### config.mk
export PLATFORM = sky130hd
export DESIGN_NAME = masked_pending_signal_queue_unit
export DESIGN_NICKNAME = d
export VERILOG_FILES = /design/src/hw/rtl/mpsq_pkg.sv /design/src/hw/rtl/mpsq_ram.sv /design/src/hw/rtl/mpsq_ctrl.sv /design/src/hw/rtl/mpsq_dpath.sv /design/src/hw/rtl/masked_pending_signal_queue_unit.sv
export VERILOG_INCLUDE_DIRS = /design/src /design/src/hw/rtl
export SDC_FILE = /design/constraint.sdc
export NUM_CORES = 1
export LEC_CHECK = 0
export BUFFER_PORTS_ARGS = -buffer_cell sky130_fd_sc_hd__buf_4
export CAP_MARGIN = 15
export CORE_MARGIN = 2
export CORE_UTILIZATION = 30
export CTS_CLUSTER_SIZE = 24
export DETAILED_ROUTE_END_ITERATION = 16
export SYNTH_ARGS = -nofsm -noshare
export SYNTH_HDL_FRONTEND = slang
export SYNTH_SLANG_ARGS = --single-unit
### constraint.sdc
create_clock -name clock -period 2.6 [get_ports clock]
set_input_delay 0.52 -clock clock [delete_from_list [all_inputs] [get_ports clock]]
set_output_delay 0.52 -clock clock [all_outputs]
set_load 0.01 [all_outputs]
### src/hw/rtl/masked_pending_signal_queue_unit_defines.svh
// Assertion macros shared by the masked pending signal queue RTL.
// Included by the modules that carry concurrent assertions; no other dependencies.
`ifndef MASKED_PENDING_SIGNAL_QUEUE_UNIT_DEFINES_SVH
`define MASKED_PENDING_SIGNAL_QUEUE_UNIT_DEFINES_SVH

// The consequent must hold in the same cycle as the antecedent.
`define MPSQ_ASSERT_IMPLY(label, clk, rst, ante, cons, msg) \
   label: assert property (@(posedge clk) disable iff (rst) (ante) |-> (cons)) \
      else $error(msg);

// The consequent must hold in the cycle after the antecedent.
`define MPSQ_ASSERT_NEXT(label, clk, rst, ante, cons, msg) \
   label: assert property (@(posedge clk) disable iff (rst) (ante) |=> (cons)) \
      else $error(msg);

`endif

### src/hw/rtl/mpsq_pkg.sv
// Shared types, codes and constants of the masked pending signal queue.
// Used by every module of the block but mpsq_ram; depends on nothing else.
package mpsq_pkg;

   // Fixed field widths of the request and response transactions.
   localparam int OP_W    = 3;
   localparam int SIG_W   = 4;
   localparam int KIND_W  = 2;
   localparam int COUNT_W = 5;

   // Default sizes handed to the top level.
   localparam int DEFAULT_PENDING_DEPTH = 16;
   localparam int DEFAULT_SIGNAL_COUNT  = 16;

   // Operation codes.
   localparam logic [OP_W-1:0] OP_RAISE         = 3'd0;
   localparam logic [OP_W-1:0] OP_DELIVER       = 3'd1;
   localparam logic [OP_W-1:0] OP_BLOCK_LOCAL   = 3'd2;
   localparam logic [OP_W-1:0] OP_UNBLOCK_LOCAL = 3'd3;
   localparam logic [OP_W-1:0] OP_BLOCK_GLOBAL  = 3'd4;
   localparam logic [OP_W-1:0] OP_UNBLOCK_GLOBAL = 3'd5;

   // Result kinds.
   localparam logic [KIND_W-1:0] KIND_ACK     = 2'd0;
   localparam logic [KIND_W-1:0] KIND_DELIVER = 2'd1;
   localparam logic [KIND_W-1:0] KIND_NONE    = 2'd2;

   // Controller states.
   typedef enum logic [2:0] {
      ST_IDLE,
      ST_ACK,
      ST_DLV_FIRST,
      ST_DLV_SCAN,
      ST_DLV_END
   } state_type;

   // Commands from the controller to the datapath.
   typedef struct packed {
      logic accept;     // latch the request transaction
      logic do_ack;     // apply a raise or mask operation and post its acknowledge
      logic rd_first;   // read the oldest list entry
      logic scan_step;  // consume the current entry and read the next one
      logic finish;     // post the final deliver result and commit the new fill
   } cmd_type;

   // Status from the datapath to the controller.
   typedef struct packed {
      logic req_is_deliver;  // the offered request is a deliver
      logic out_free;        // the response register can take a result this cycle
      logic list_empty;      // no entries pending
      logic entry_blocked;   // the entry under the scan is masked
      logic scan_last;       // the entry under the scan is the newest one
      logic hold_valid;      // a delivered result waits for its successor
   } status_type;

endpackage

### src/hw/rtl/mpsq_ram.sv
// Generic single-write, single-read RAM with a registered read port.
// Standalone; no package dependencies.
module mpsq_ram #(
   parameter int  WIDTH = 4,
   parameter int  DEPTH = 16,
   localparam int AW    = (DEPTH > 1) ? $clog2(DEPTH) : 1
) (
   input  logic             clock,
   input  logic             wr_en,
   input  logic [AW-1:0]    wr_addr,
   input  logic [WIDTH-1:0] wr_data,
   input  logic             rd_en,
   input  logic [AW-1:0]    rd_addr,
   output logic [WIDTH-1:0] rd_data
);

   logic [WIDTH-1:0] mem_ff [DEPTH];
   logic [WIDTH-1:0] rd_data_ff;

   // Write port.
   always_ff @(posedge clock) begin
      if (wr_en) begin
         mem_ff[wr_addr] <= wr_data;
      end
   end

   // Registered read port; the data holds while no read is issued.
   always_ff @(posedge clock) begin
      if (rd_en) begin
         rd_data_ff <= mem_ff[rd_addr];
      end
   end

   assign rd_data = rd_data_ff;

endmodule

### src/hw/rtl/mpsq_ctrl.sv
// Controller state machine of the masked pending signal queue.
// Depends on mpsq_pkg for the state type and the command and status structs.
module mpsq_ctrl
   import mpsq_pkg::*;
(
   input  logic       clock,
   input  logic       reset,
   input  logic       req_valid,
   input  status_type status,
   output cmd_type    cmd,
   output logic       req_stall
);

   state_type state_ff;
   state_type state_in;
   logic      can_step;

   // A blocked entry never posts a result; a deliverable one may need the response register.
   assign can_step = status.entry_blocked || !status.hold_valid || status.out_free;

   // State register.
   always_ff @(posedge clock) begin
      if (reset) begin
         state_ff <= ST_IDLE;
      end else begin
         state_ff <= state_in;
      end
   end

   // Next state.
   always_comb begin
      state_in = state_ff;
      case (state_ff)
         ST_IDLE: begin
            if (req_valid) begin
               state_in = status.req_is_deliver ? ST_DLV_FIRST : ST_ACK;
            end
         end
         ST_ACK: begin
            if (status.out_free) begin
               state_in = ST_IDLE;
            end
         end
         ST_DLV_FIRST: begin
            state_in = status.list_empty ? ST_DLV_END : ST_DLV_SCAN;
         end
         ST_DLV_SCAN: begin
            if (can_step && status.scan_last) begin
               state_in = ST_DLV_END;
            end
         end
         ST_DLV_END: begin
            if (status.out_free) begin
               state_in = ST_IDLE;
            end
         end
         default: begin
            state_in = ST_IDLE;
         end
      endcase
   end

   // Outputs.
   always_comb begin
      cmd       = '0;
      req_stall = 1'b1;
      case (state_ff)
         ST_IDLE: begin
            req_stall  = 1'b0;
            cmd.accept = req_valid;
         end
         ST_ACK: begin
            cmd.do_ack = status.out_free;
         end
         ST_DLV_FIRST: begin
            cmd.rd_first = !status.list_empty;
         end
         ST_DLV_SCAN: begin
            cmd.scan_step = can_step;
         end
         ST_DLV_END: begin
            cmd.finish = status.out_free;
         end
         default: begin
            cmd = '0;
         end
      endcase
   end

endmodule

### src/hw/rtl/mpsq_dpath.sv
// Datapath of the masked pending signal queue: masks, fill, scan pointers and response register.
// Depends on mpsq_pkg, mpsq_ram and the assertion macros header.
`include "masked_pending_signal_queue_unit_defines.svh"

module mpsq_dpath
   import mpsq_pkg::*;
#(
   parameter int PENDING_DEPTH = DEFAULT_PENDING_DEPTH,
   parameter int SIGNAL_COUNT  = DEFAULT_SIGNAL_COUNT
) (
   input  logic                clock,
   input  logic                reset,
   input  logic [OP_W-1:0]     req_operation,
   input  logic [SIG_W-1:0]    req_signal_id,
   input  logic                rsp_stall,
   output logic                rsp_valid,
   output logic [KIND_W-1:0]   rsp_result_kind,
   output logic [SIG_W-1:0]    rsp_delivered_id,
   output logic                rsp_dropped,
   output logic                rsp_last,
   output logic [COUNT_W-1:0]  rsp_pending_count,
   input  cmd_type             cmd,
   output status_type          status
);

   localparam int AW = (PENDING_DEPTH > 1) ? $clog2(PENDING_DEPTH) : 1;
   localparam int FW = $clog2(PENDING_DEPTH + 1);

   // Latched request.
   logic [OP_W-1:0]         op_ff, op_in;
   logic [SIG_W-1:0]        sig_ff, sig_in;
   // Architectural state.
   logic [SIGNAL_COUNT-1:0] local_mask_ff, local_mask_in;
   logic [SIGNAL_COUNT-1:0] global_mask_ff, global_mask_in;
   logic [FW-1:0]           fill_ff, fill_in;
   // Deliver scan state.
   logic [FW-1:0]           rd_ff, rd_in;
   logic [FW-1:0]           wr_ff, wr_in;
   logic [FW-1:0]           remain_ff, remain_in;
   logic                    hold_valid_ff, hold_valid_in;
   logic [SIG_W-1:0]        hold_id_ff, hold_id_in;
   logic [FW-1:0]           hold_count_ff, hold_count_in;
   // Response register.
   logic                    rsp_valid_ff, rsp_valid_in;
   logic [KIND_W-1:0]       kind_ff, kind_in;
   logic [SIG_W-1:0]        id_ff, id_in;
   logic                    drop_ff, drop_in;
   logic                    last_ff, last_in;
   logic [FW-1:0]           count_ff, count_in;
   logic                    out_load;
   logic                    out_free;

   // Memory ports and helpers.
   logic                    ram_we;
   logic [AW-1:0]           ram_waddr;
   logic [SIG_W-1:0]        ram_wdata;
   logic                    ram_re;
   logic [AW-1:0]           ram_raddr;
   logic [SIG_W-1:0]        entry;
   logic [FW-1:0]           rd_plus;
   logic                    sig_ok;
   logic [SIGNAL_COUNT-1:0] sig_bit;
   logic                    entry_ok;
   logic                    entry_blocked;
   logic                    list_full;

   mpsq_ram #(
      .WIDTH (SIG_W),
      .DEPTH (PENDING_DEPTH)
   ) u_list (
      .clock   (clock),
      .wr_en   (ram_we),
      .wr_addr (ram_waddr),
      .wr_data (ram_wdata),
      .rd_en   (ram_re),
      .rd_addr (ram_raddr),
      .rd_data (entry)
   );

   // Decode of the latched signal and of the entry under the scan.
   assign sig_ok    = 32'(sig_ff) < 32'(SIGNAL_COUNT);
   assign sig_bit   = sig_ok ? ({{(SIGNAL_COUNT-1){1'b0}}, 1'b1} << sig_ff) : '0;
   assign entry_ok  = 32'(entry) < 32'(SIGNAL_COUNT);
   assign entry_blocked = entry_ok &&
      (|((local_mask_ff | global_mask_ff) & ({{(SIGNAL_COUNT-1){1'b0}}, 1'b1} << entry)));
   assign list_full = fill_ff == FW'(PENDING_DEPTH);
   assign rd_plus   = rd_ff + FW'(1);
   assign out_free  = !rsp_valid_ff || !rsp_stall;

   // Read port: the oldest entry first, then one entry ahead of each scan step.
   assign ram_re    = cmd.rd_first || cmd.scan_step;
   assign ram_raddr = cmd.scan_step ? rd_plus[AW-1:0] : rd_ff[AW-1:0];

   // Status toward the controller.
   always_comb begin
      status.req_is_deliver = req_operation == OP_DELIVER;
      status.out_free       = out_free;
      status.list_empty     = fill_ff == '0;
      status.entry_blocked  = entry_blocked;
      status.scan_last      = rd_plus == fill_ff;
      status.hold_valid     = hold_valid_ff;
   end

   // Next-state logic of the datapath.
   always_comb begin
      op_in          = op_ff;
      sig_in         = sig_ff;
      local_mask_in  = local_mask_ff;
      global_mask_in = global_mask_ff;
      fill_in        = fill_ff;
      rd_in          = rd_ff;
      wr_in          = wr_ff;
      remain_in      = remain_ff;
      hold_valid_in  = hold_valid_ff;
      hold_id_in     = hold_id_ff;
      hold_count_in  = hold_count_ff;
      out_load       = 1'b0;
      kind_in        = KIND_ACK;
      id_in          = '0;
      drop_in        = 1'b0;
      last_in        = 1'b1;
      count_in       = fill_ff;
      ram_we         = 1'b0;
      ram_waddr      = wr_ff[AW-1:0];
      ram_wdata      = entry;

      // Latch a new request transaction and reset the scan.
      if (cmd.accept) begin
         op_in         = req_operation;
         sig_in        = req_signal_id;
         rd_in         = '0;
         wr_in         = '0;
         remain_in     = fill_ff;
         hold_valid_in = 1'b0;
      end

      // Raise and mask operations, acknowledged with the resulting fill.
      if (cmd.do_ack) begin
         out_load = 1'b1;
         case (op_ff)
            OP_RAISE: begin
               if (sig_ok) begin
                  if (list_full) begin
                     drop_in = 1'b1;
                  end else begin
                     ram_we    = 1'b1;
                     ram_waddr = fill_ff[AW-1:0];
                     ram_wdata = sig_ff;
                     fill_in   = fill_ff + FW'(1);
                  end
               end
            end
            OP_BLOCK_LOCAL:    local_mask_in  = local_mask_ff | sig_bit;
            OP_UNBLOCK_LOCAL:  local_mask_in  = local_mask_ff & ~sig_bit;
            OP_BLOCK_GLOBAL:   global_mask_in = global_mask_ff | sig_bit;
            OP_UNBLOCK_GLOBAL: global_mask_in = global_mask_ff & ~sig_bit;
            default: begin
               drop_in = 1'b0;
            end
         endcase
         count_in = fill_in;
      end

      // One scan step: compact a blocked entry, or hold a deliverable one and
      // post the previously held result, which is now known not to be the last.
      if (cmd.scan_step) begin
         rd_in = rd_plus;
         if (entry_blocked) begin
            ram_we    = 1'b1;
            ram_waddr = wr_ff[AW-1:0];
            ram_wdata = entry;
            wr_in     = wr_ff + FW'(1);
         end else begin
            remain_in     = remain_ff - FW'(1);
            hold_valid_in = 1'b1;
            hold_id_in    = entry;
            hold_count_in = remain_ff - FW'(1);
            if (hold_valid_ff) begin
               out_load = 1'b1;
               kind_in  = KIND_DELIVER;
               id_in    = hold_id_ff;
               last_in  = 1'b0;
               count_in = hold_count_ff;
            end
         end
      end

      // End of a deliver: post the held result as the last one, or report none.
      if (cmd.finish) begin
         fill_in       = wr_ff;
         out_load      = 1'b1;
         hold_valid_in = 1'b0;
         if (hold_valid_ff) begin
            kind_in  = KIND_DELIVER;
            id_in    = hold_id_ff;
            count_in = hold_count_ff;
         end else begin
            kind_in  = KIND_NONE;
            count_in = wr_ff;
         end
      end

      rsp_valid_in = out_load || (rsp_valid_ff && rsp_stall);
   end

   // Control registers.
   always_ff @(posedge clock) begin
      if (reset) begin
         local_mask_ff  <= '0;
         global_mask_ff <= '0;
         fill_ff        <= '0;
         hold_valid_ff  <= 1'b0;
         rsp_valid_ff   <= 1'b0;
      end else begin
         local_mask_ff  <= local_mask_in;
         global_mask_ff <= global_mask_in;
         fill_ff        <= fill_in;
         hold_valid_ff  <= hold_valid_in;
         rsp_valid_ff   <= rsp_valid_in;
      end
   end

   // Payload registers.
   always_ff @(posedge clock) begin
      op_ff         <= op_in;
      sig_ff        <= sig_in;
      rd_ff         <= rd_in;
      wr_ff         <= wr_in;
      remain_ff     <= remain_in;
      hold_id_ff    <= hold_id_in;
      hold_count_ff <= hold_count_in;
      if (out_load) begin
         kind_ff  <= kind_in;
         id_ff    <= id_in;
         drop_ff  <= drop_in;
         last_ff  <= last_in;
         count_ff <= count_in;
      end
   end

   assign rsp_valid         = rsp_valid_ff;
   assign rsp_result_kind   = kind_ff;
   assign rsp_delivered_id  = id_ff;
   assign rsp_dropped       = drop_ff;
   assign rsp_last          = last_ff;
   assign rsp_pending_count = COUNT_W'(count_ff);

   // The fill never passes the list depth.
   `MPSQ_ASSERT_IMPLY(a_fill_range, clock, reset, 1'b1, fill_ff <= FW'(PENDING_DEPTH), "fill exceeds depth")
   // Compaction never writes ahead of the entry being read.
   `MPSQ_ASSERT_IMPLY(a_compact_order, clock, reset, cmd.scan_step, wr_ff <= rd_ff, "compaction overtook the scan")
   // A result is only loaded when the response register can take it.
   `MPSQ_ASSERT_IMPLY(a_load_free, clock, reset, out_load, !rsp_valid_ff || !rsp_stall, "response overwritten while stalled")
   // After a deliver finishes the held result is gone and the scan is over.
   `MPSQ_ASSERT_NEXT(a_finish_clear, clock, reset, cmd.finish, !hold_valid_ff && rsp_valid_ff && last_ff, "deliver did not close")

endmodule

### src/hw/rtl/masked_pending_signal_queue_unit.sv
// Masked pending signal queue: an ordered list of pending signal numbers with a
// local and a global block mask. A raise appends an in-range signal (dropped and
// flagged when the list is full), block and unblock set or clear one mask bit, and a
// deliver emits every unmasked entry oldest first, compacting the masked ones to the
// front in order; a deliver that finds nothing emits one "none" result. One request
// transaction is worked at a time. A raise or mask operation is latched on acceptance
// and presents its single result once the result side can take it; the next request
// is accepted after the controller returns to idle. A deliver walks the list through
// the single read port of the list memory, one entry per cycle while the result side
// does not stall, from acceptance through the first read, the scan and the end state
// back to idle; each result of a deliver is posted once the next unmasked entry is
// found or the scan ends, as the last flag is only known once the following entries
// are scanned. The list memory needs no clearing after reset: only entries below the
// fill are ever used. Depends on mpsq_pkg, mpsq_ctrl and mpsq_dpath.
module masked_pending_signal_queue_unit
   import mpsq_pkg::*;
#(
   parameter int PENDING_DEPTH = DEFAULT_PENDING_DEPTH,
   parameter int SIGNAL_COUNT  = DEFAULT_SIGNAL_COUNT
) (
   input  logic               clock,
   input  logic               reset,
   input  logic               req_valid,
   output logic               req_stall,
   input  logic [OP_W-1:0]    req_operation,
   input  logic [SIG_W-1:0]   req_signal_id,
   output logic               rsp_valid,
   input  logic               rsp_stall,
   output logic [KIND_W-1:0]  rsp_result_kind,
   output logic [SIG_W-1:0]   rsp_delivered_id,
   output logic               rsp_dropped,
   output logic               rsp_last,
   output logic [COUNT_W-1:0] rsp_pending_count
);

   cmd_type    cmd;
   status_type status;

   // Sequencer of the request transactions.
   mpsq_ctrl u_ctrl (
      .clock     (clock),
      .reset     (reset),
      .req_valid (req_valid),
      .status    (status),
      .cmd       (cmd),
      .req_stall (req_stall)
   );

   // List, masks and response register.
   mpsq_dpath #(
      .PENDING_DEPTH (PENDING_DEPTH),
      .SIGNAL_COUNT  (SIGNAL_COUNT)
   ) u_dpath (
      .clock             (clock),
      .reset             (reset),
      .req_operation     (req_operation),
      .req_signal_id     (req_signal_id),
      .rsp_stall         (rsp_stall),
      .rsp_valid         (rsp_valid),
      .rsp_result_kind   (rsp_result_kind),
      .rsp_delivered_id  (rsp_delivered_id),
      .rsp_dropped       (rsp_dropped),
      .rsp_last          (rsp_last),
      .rsp_pending_count (rsp_pending_count),
      .cmd               (cmd),
      .status            (status)
   );

endmodule
* Word-level counts from Yosys, hierarchy flattened *
Memory sizes are Yosys's and may differ from the RTL's. A register that Yosys moved wholly into a read port is not among the register bits.
Index checks and enable logic that the tools add are counted.

cells by class
  add/sub/neg operators = 4
  equal/unequal tests = 14
  shifts and indexed selects = 2
  muxes and demuxes = 69
  bitwise gates (word level) = 9
  reduce and logical (&&, ||, !) cells = 26

operators with widths
  cell                  count
  $mux 5                17
  $mux 4                16
  $pmux 16 s2           2
  $and 16x16->16        3
  $or 16x16->16         3
  $shl 1x4->16 const A  2
  $mux 1                24
  $reduce_or 17->1      1
  $not 16->16           1
  $reduce_or 16->1      1
  $add 5x1->5 const B   3
  $eq 3x2->1 const B    4
  $mux 3                4
  $pmux 3 s4            1
  $mux 2                5
  $eq 3x3->1 const B    3
  $reduce_and 2->1      4
  $eq 3x1->1 const B    2
  $logic_not 3->1       2
  $reduce_bool 2->1     3
  $eq 5x5->1            1
  $eq 5x5->1 const B    1
  $logic_not 5->1       1
  $logic_or 1x1->1      5
  other kinds (8)       15

word-level totals
  bits in registers = 86
  bits in writable memories = 64
  bits of input ports = 11
  output and inout bits = 15
  word-level logic and storage cells = 143
  memories kept = 1

memory list
  name                   words  width  read ports  clocked after memory_dff  write ports  RTL line        text
  u_dpath.u_list.mem_ff  16     4      1           1                         1            mpsq_ram.sv:17  logic [WIDTH-1:0] mem_ff [DEPTH];

* Longest topological paths before layout *
  word-level depth = 9
  depth in mapped cells = 11
  mapped depth without buffers = 8

* By module *
Synthesis repeated with hierarchy kept, for this count alone.

unflattened totals
  cells, all modules = 570
  area, all modules = 6965.4 um^2

modules (own cells, without submodules)
  module      instances  cells each  area each (um^2)  sequential area each (um^2)
  mpsq_dpath  1          404         3993.8            2001.9
  mpsq_ram    1          130         2706.3            2042.0
  mpsq_ctrl   1          36          265.3             60.1

* Worst setup path after synthesis *
OpenSTA, ideal clock, no wires.

  kind = input -> register
  start = input port rsp_stall
  end = memory u_dpath.u_list.mem_ff[15][0], enable pin
  setup time = 0.330 ns
  arrival time = 2.222 ns
  required time = 2.270 ns
  path slack = 0.049 ns
  stages = 7
  buffers on the path = 1
  path through = nand2_1 > nand3_1 > or4_1 > a31oi_1 > buf_2 > a31oi_1 > nor2_1

on the way
  word-level cells in the longest chain between the ends = 8
  elaborated cells on any way between the ends = 13
  classes of those cells = 10 x mux; 3 x reduce/logical

ends and longest elaborated chain
  item                          RTL line                                text
  from (decl)                   masked_pending_signal_queue_unit.sv:28  input logic rsp_stall,
  $logic_not 1->1 *             mpsq_dpath.sv:88                        assign out_free = !rsp_valid_ff || !rsp_stall;
  $logic_or 1x1->1 *            mpsq_dpath.sv:88
  $mux 1                        mpsq_ctrl.sv:67                         case (state_ff)
  $mux 1                        mpsq_dpath.sv:138                       if (cmd.do_ack) begin
  $mux 1                        mpsq_dpath.sv:168                       if (entry_blocked) begin
  $mux 1                        mpsq_dpath.sv:166                       if (cmd.scan_step) begin
  $mux 1                        mpsq_ram.sv:22                          if (wr_en) begin
  $mux 1 (implied by the code)  mpsq_ram.sv:23                          mem_ff[wr_addr] <= wr_data;
  to (decl)                     mpsq_ram.sv:17

Mark *: on every way between the ends. The rest lies on a longest branch, timed or not.

* Final worst setup path *
  start = register u_dpath.u_list.rd_data_ff[2], in the netlist u_dpath.u_list.rd_data[2], read port of u_dpath.u_list.mem_ff
  end = register u_dpath.u_list.rd_data_ff[1], in the netlist u_dpath.u_list.rd_data[1], read port of u_dpath.u_list.mem_ff, data pin

on the way
  word-level cells in the longest chain between the ends = 7
  elaborated cells on any way between the ends = 8
  classes of those cells = 1 x shift; 2 x mux; 1 x bitwise; 4 x reduce/logical

ends and longest elaborated chain
  item                                        RTL line                            text
  from (decl)                                 mpsq_ram.sv:18                      logic [WIDTH-1:0] rd_data_ff;
  $shl 1x4->16 *                              mpsq_dpath.sv:85                    (|((local_mask_ff | global_mask_ff) & ({{(SIGNAL_COUNT-1){1'b0}}, 1'b1} << entry)));
  $and 16x16->16 *                            mpsq_dpath.sv:85
  $reduce_or 16->1 *                          mpsq_dpath.sv:85
  $logic_or 1x1->1 * (2 in a row)             mpsq_ctrl.sv:19                     assign can_step = status.entry_blocked || !status.hold_valid || status.out_free;
  $mux 1 *                                    mpsq_ctrl.sv:67
  $mux 4 or $logic_or 1x1->1 (tied branches)  mpsq_dpath.sv:92, mpsq_dpath.sv:91

Marks and branches as above.
A chain may end at the register's enable or synchronous reset.

==> results_dict.tcl <==
set metrics [dict create \
    largest_driver_fanout_on_the_critical_path 8 \
    r2r_start "u_dpath.u_list.rd_data[2]" \
    power_density_mw_per_mm2 827.1 \
    synth_simple_gate_area_share_pct 16.08 \
    rsz_0062_raised_after_global_routing "true" \
    clock_tree.htree_level_count 4 \
    crit-reg2reg-capture "u_dpath.u_list.rd_data[1]" \
    slew_headroom_pct 66.20 \
    post_synth.cell_area_avg_um2 11.27 \
    switching_power_mw 2.509 \
    grt_remaining_overflow 0 \
    part_of_the_power_in_registers_pct 38.9 \
    via_count_of_the_first_global_routing_pass 5395 \
    result_of_the_run "complete, but fails checks" \
    ys_seq_area_share_pct 53.61 \
    fraction_of_layout_cells_with_a_size_suffix_above_1_pct 27.66 \
    worst_setup_skew_after_layout_ps 10.56 \
    numClockSinks 154 \
    hpwlAfterDp_um 12980 \
    synth_top_family_by_area "simple AND/OR/NAND/NOR gates" \
    grt_antenna_before_repair 0 \
    layoutNonFillerInstCount 1100 \
    static-leakage-power_nw 3.286 \
    hold_violations 0 \
    power.share.clock_pct 29.8 \
    grt_use_met1_pct 19.59 \
    synth_most_common_cell "sky130_fd_sc_hd__nor2_1" \
    wl_per_cell_um 16.92 \
    synth_compound_gate_area_share_pct 10.35 \
    ys_ff_latch 154 \
    synth.mux.area_fraction_pct 13.26 \
    synth_async_sr_flop_share_pct 0 \
    setup_viol_count_final 19 \
    port-buffer-count 25 \
    parity_gate_share_of_the_synthesized_area_counting_xor_and_xnor_cells_pct 2.272 \
    top_cell_type_by_total_area_after_synthesis "sky130_fd_sc_hd__edfxtp_1" \
    core_mm2 0.02511 \
    syn_to_final_growth_pct 24.53 \
    min_path_cells 1 \
    grt_first_pass_wirelength_um 29500 \
    min-delay-path-class "primary input to register" \
    dieWidth_um 163.7 \
    post-place-cells 1061 \
    route.vias.total 5569 \
    layout_worst_path_cycle_share_pct 103.6 \
    grt_max_degree 43 \
    max_freq_mhz 371.1 \
    cts_tree "yes" \
    max-clock-path-buffers 2 \
    power.share.switching_pct 31.82 \
    internal_power_mw 5.376 \
    cp_data_arrival_time_ps 2970 \
    violations "setup timing" \
    nFillCells 2439 \
    avgViaCountPerCell 5.063 \
    timing.hold.worst_endpoint "u_dpath.sig_ff[1]" \
    combinationalPowerShare_pct 31.3 \
    place.gp.congestion 0.8347 \
    min-delay-start "req_signal_id[1]" \
    timing.final.ws_setup_ps -94.44 \
    fp.dieH_um 163.7 \
    setup.worst_path.start_class "register" \
    vdd.ir_drop.worst_uv 540.0 \
    final_max_slew_viol_count 0 \
    start_util_pct 30.49 \
    drc 0 \
    ios 26 \
    dp_worst_setup_slack_ps -211.5 \
    synth_ff_type "sky130_fd_sc_hd__edfxtp_1" \
    first_pass_iters 5 \
    worst_setup_path_end_kind "register" \
    yosysWarningCount 0 \
    grt_util_met2_pct 22.31 \
    grt_use_met3_pct 2.424 \
    maxcap_viol_count 0 \
    clockRootBuffer "sky130_fd_sc_hd__clkbuf_16" \
    fp.dieArea_mm2 0.02681 \
    area_share_of_fa_ha_maj_cells_after_synthesis_pct 0.8173 \
    layout_min_cycle_time_ps 2694 \
    register_to_register_setup_slack_ps -90 \
    netlist.area_leader.share_pct 40.01 \
    synthesis.nets 695 \
    max_slew.worst_pin.slew_ps 507.0 \
    timing.setup.critical_path_class "register to register" \
    critPathRequiredTime_ps 2870 \
    nets_finish 773 \
    yosysUniqueCellTypes 67 \
    antenna_left 0 \
    n_antenna_cell 0 \
    number_of_buffers_created_by_cts 17 \
    syn_area_mm2 0.007655 \
    synth_top_cells_by_count "sky130_fd_sc_hd__nor2_1, sky130_fd_sc_hd__edfxtp_1, sky130_fd_sc_hd__dfxtp_1" \
    busiest_layer "met2" \
    path_clk_slew_ps 70 \
    synth_enable_flop_cells 102 \
    synth_area_leaders "sky130_fd_sc_hd__edfxtp_1, sky130_fd_sc_hd__dfxtp_1, sky130_fd_sc_hd__nor2_1" \
    hold_slack_ps 262.7 \
    grt_usage_pct 14.31 \
    drt-total-wl_um 18620 \
    num_rows 58 \
    reg2reg_depth 7 \
    later_pin_clock_latency_in_the_skew_report_ps 430 \
    syn-instance-count 679 \
    dr.first_iter.drc_count 431 \
]
[through the flow]
step	power (mW)	instance area [um^2]	setup TNS [ps]	utilization (%)
5_1_grt	8.259	9533	-6321	37.97
2_1_floorplan	4.607	7655	0	-
3_5_place_dp	5.392	8579	-7128	34.17
3_3_place_gp	5.381	8579	-3458	34.17
4_1_cts	7.830	9303	-2039	37.05
6_report	7.885	9533	-562.7	37.97
[worst max-delay path by stage]
stage	cells after the start	startpoint	slack [ps]	end
after floorplan	7	rsp_stall	50	u_dpath.u_list.mem_ff[15][0]
after global routing	8	u_dpath.u_list.rd_data[1]	-210	u_dpath.u_list.rd_data[0]
after CTS	6	u_dpath.u_list.rd_data[1]	-90	u_dpath.u_list.mem_ff[12][0]
final	7	u_dpath.u_list.rd_data[2]	-90	u_dpath.u_list.rd_data[1]
after detailed placement	8	u_dpath.u_list.rd_data[2]	-210	u_dpath.u_list.rd_data[1]
after global placement	7	u_dpath.u_list.rd_data[1]	-170	u_dpath.u_list.rd_data[1]
[worst max-delay path, stage by stage (launching register included)]
cell and delay [ps]:
sky130_fd_sc_hd__edfxtp_1 480, sky130_fd_sc_hd__mux4_2 580, sky130_fd_sc_hd__a22oi_4 230, sky130_fd_sc_hd__o221a_1 270, sky130_fd_sc_hd__buf_12 150, sky130_fd_sc_hd__mux4_2 500
sky130_fd_sc_hd__and2_4 150, sky130_fd_sc_hd__o22ai_2 170
[per-layer routing]
layer / routed length [um] / vias up
li1: - / 2696
met1: 8897 / 2717
met2: 8667 / 128
met3: 662 / 28
met4: 388 / 0
met5: 0 / -
[what timing repair did]
| item | CTS | global route |
|---|---|---|
| pin swaps | 10 | 18 |
| endpoints found under the setup margin | 88 | 107 |
| gates resized for setup | 30 | 46 |
| hold buffers | 0 | 0 |
| setup buffers | 6 | 1 |
[final cells by class]
type,count,area (um^2),share of cell area [%]
multi-input cells,469,3595,37.71
repair buffers,99,799.5,8.387
well taps,330,412.9,4.331
clock buffers,24,504.2,5.289
inverters,16,60.06,0.6300
flip-flops and latches,154,4104,43.05
clock inverters,8,57.56,0.6038
[cells in the final DEF (no fill, tap or decap), drive strengths merged, types with 12 or more instances in the layout]
cell and count:
a211oi 32, mux2i 38, nand3 12, xnor2 14
nor2 132, clkbuf 24, buf 99, inv 18
mux4 20, mux2 13, nand2 41, edfxtp 102
nor3 23, dfxtp 52, o21ai 20
[power by group through the flow]
stage | sequential (mW) | combinational (mW) | clock (mW)
3_3_place_gp | 3.11 | 2.27 | 0
3_5_place_dp | 3.11 | 2.28 | 0
5_1_grt | 3.09 | 2.67 | 2.50
4_1_cts | 3.06 | 2.37 | 2.39
6_report | 3.07 | 2.46 | 2.35
2_1_floorplan | 3.11 | 1.50 | 0
[cell families (layout without fill, tap and decap cells)]
kind of cell,Yosys count,in the layout
mux,71,71
flops,154,154
buf+inv,56,147
compound gates,108,108
simple gates,266,266
fa+ha+maj,5,5
xor+xnor,19,19
No activity file was read; power rests on OpenSTA's default activity.
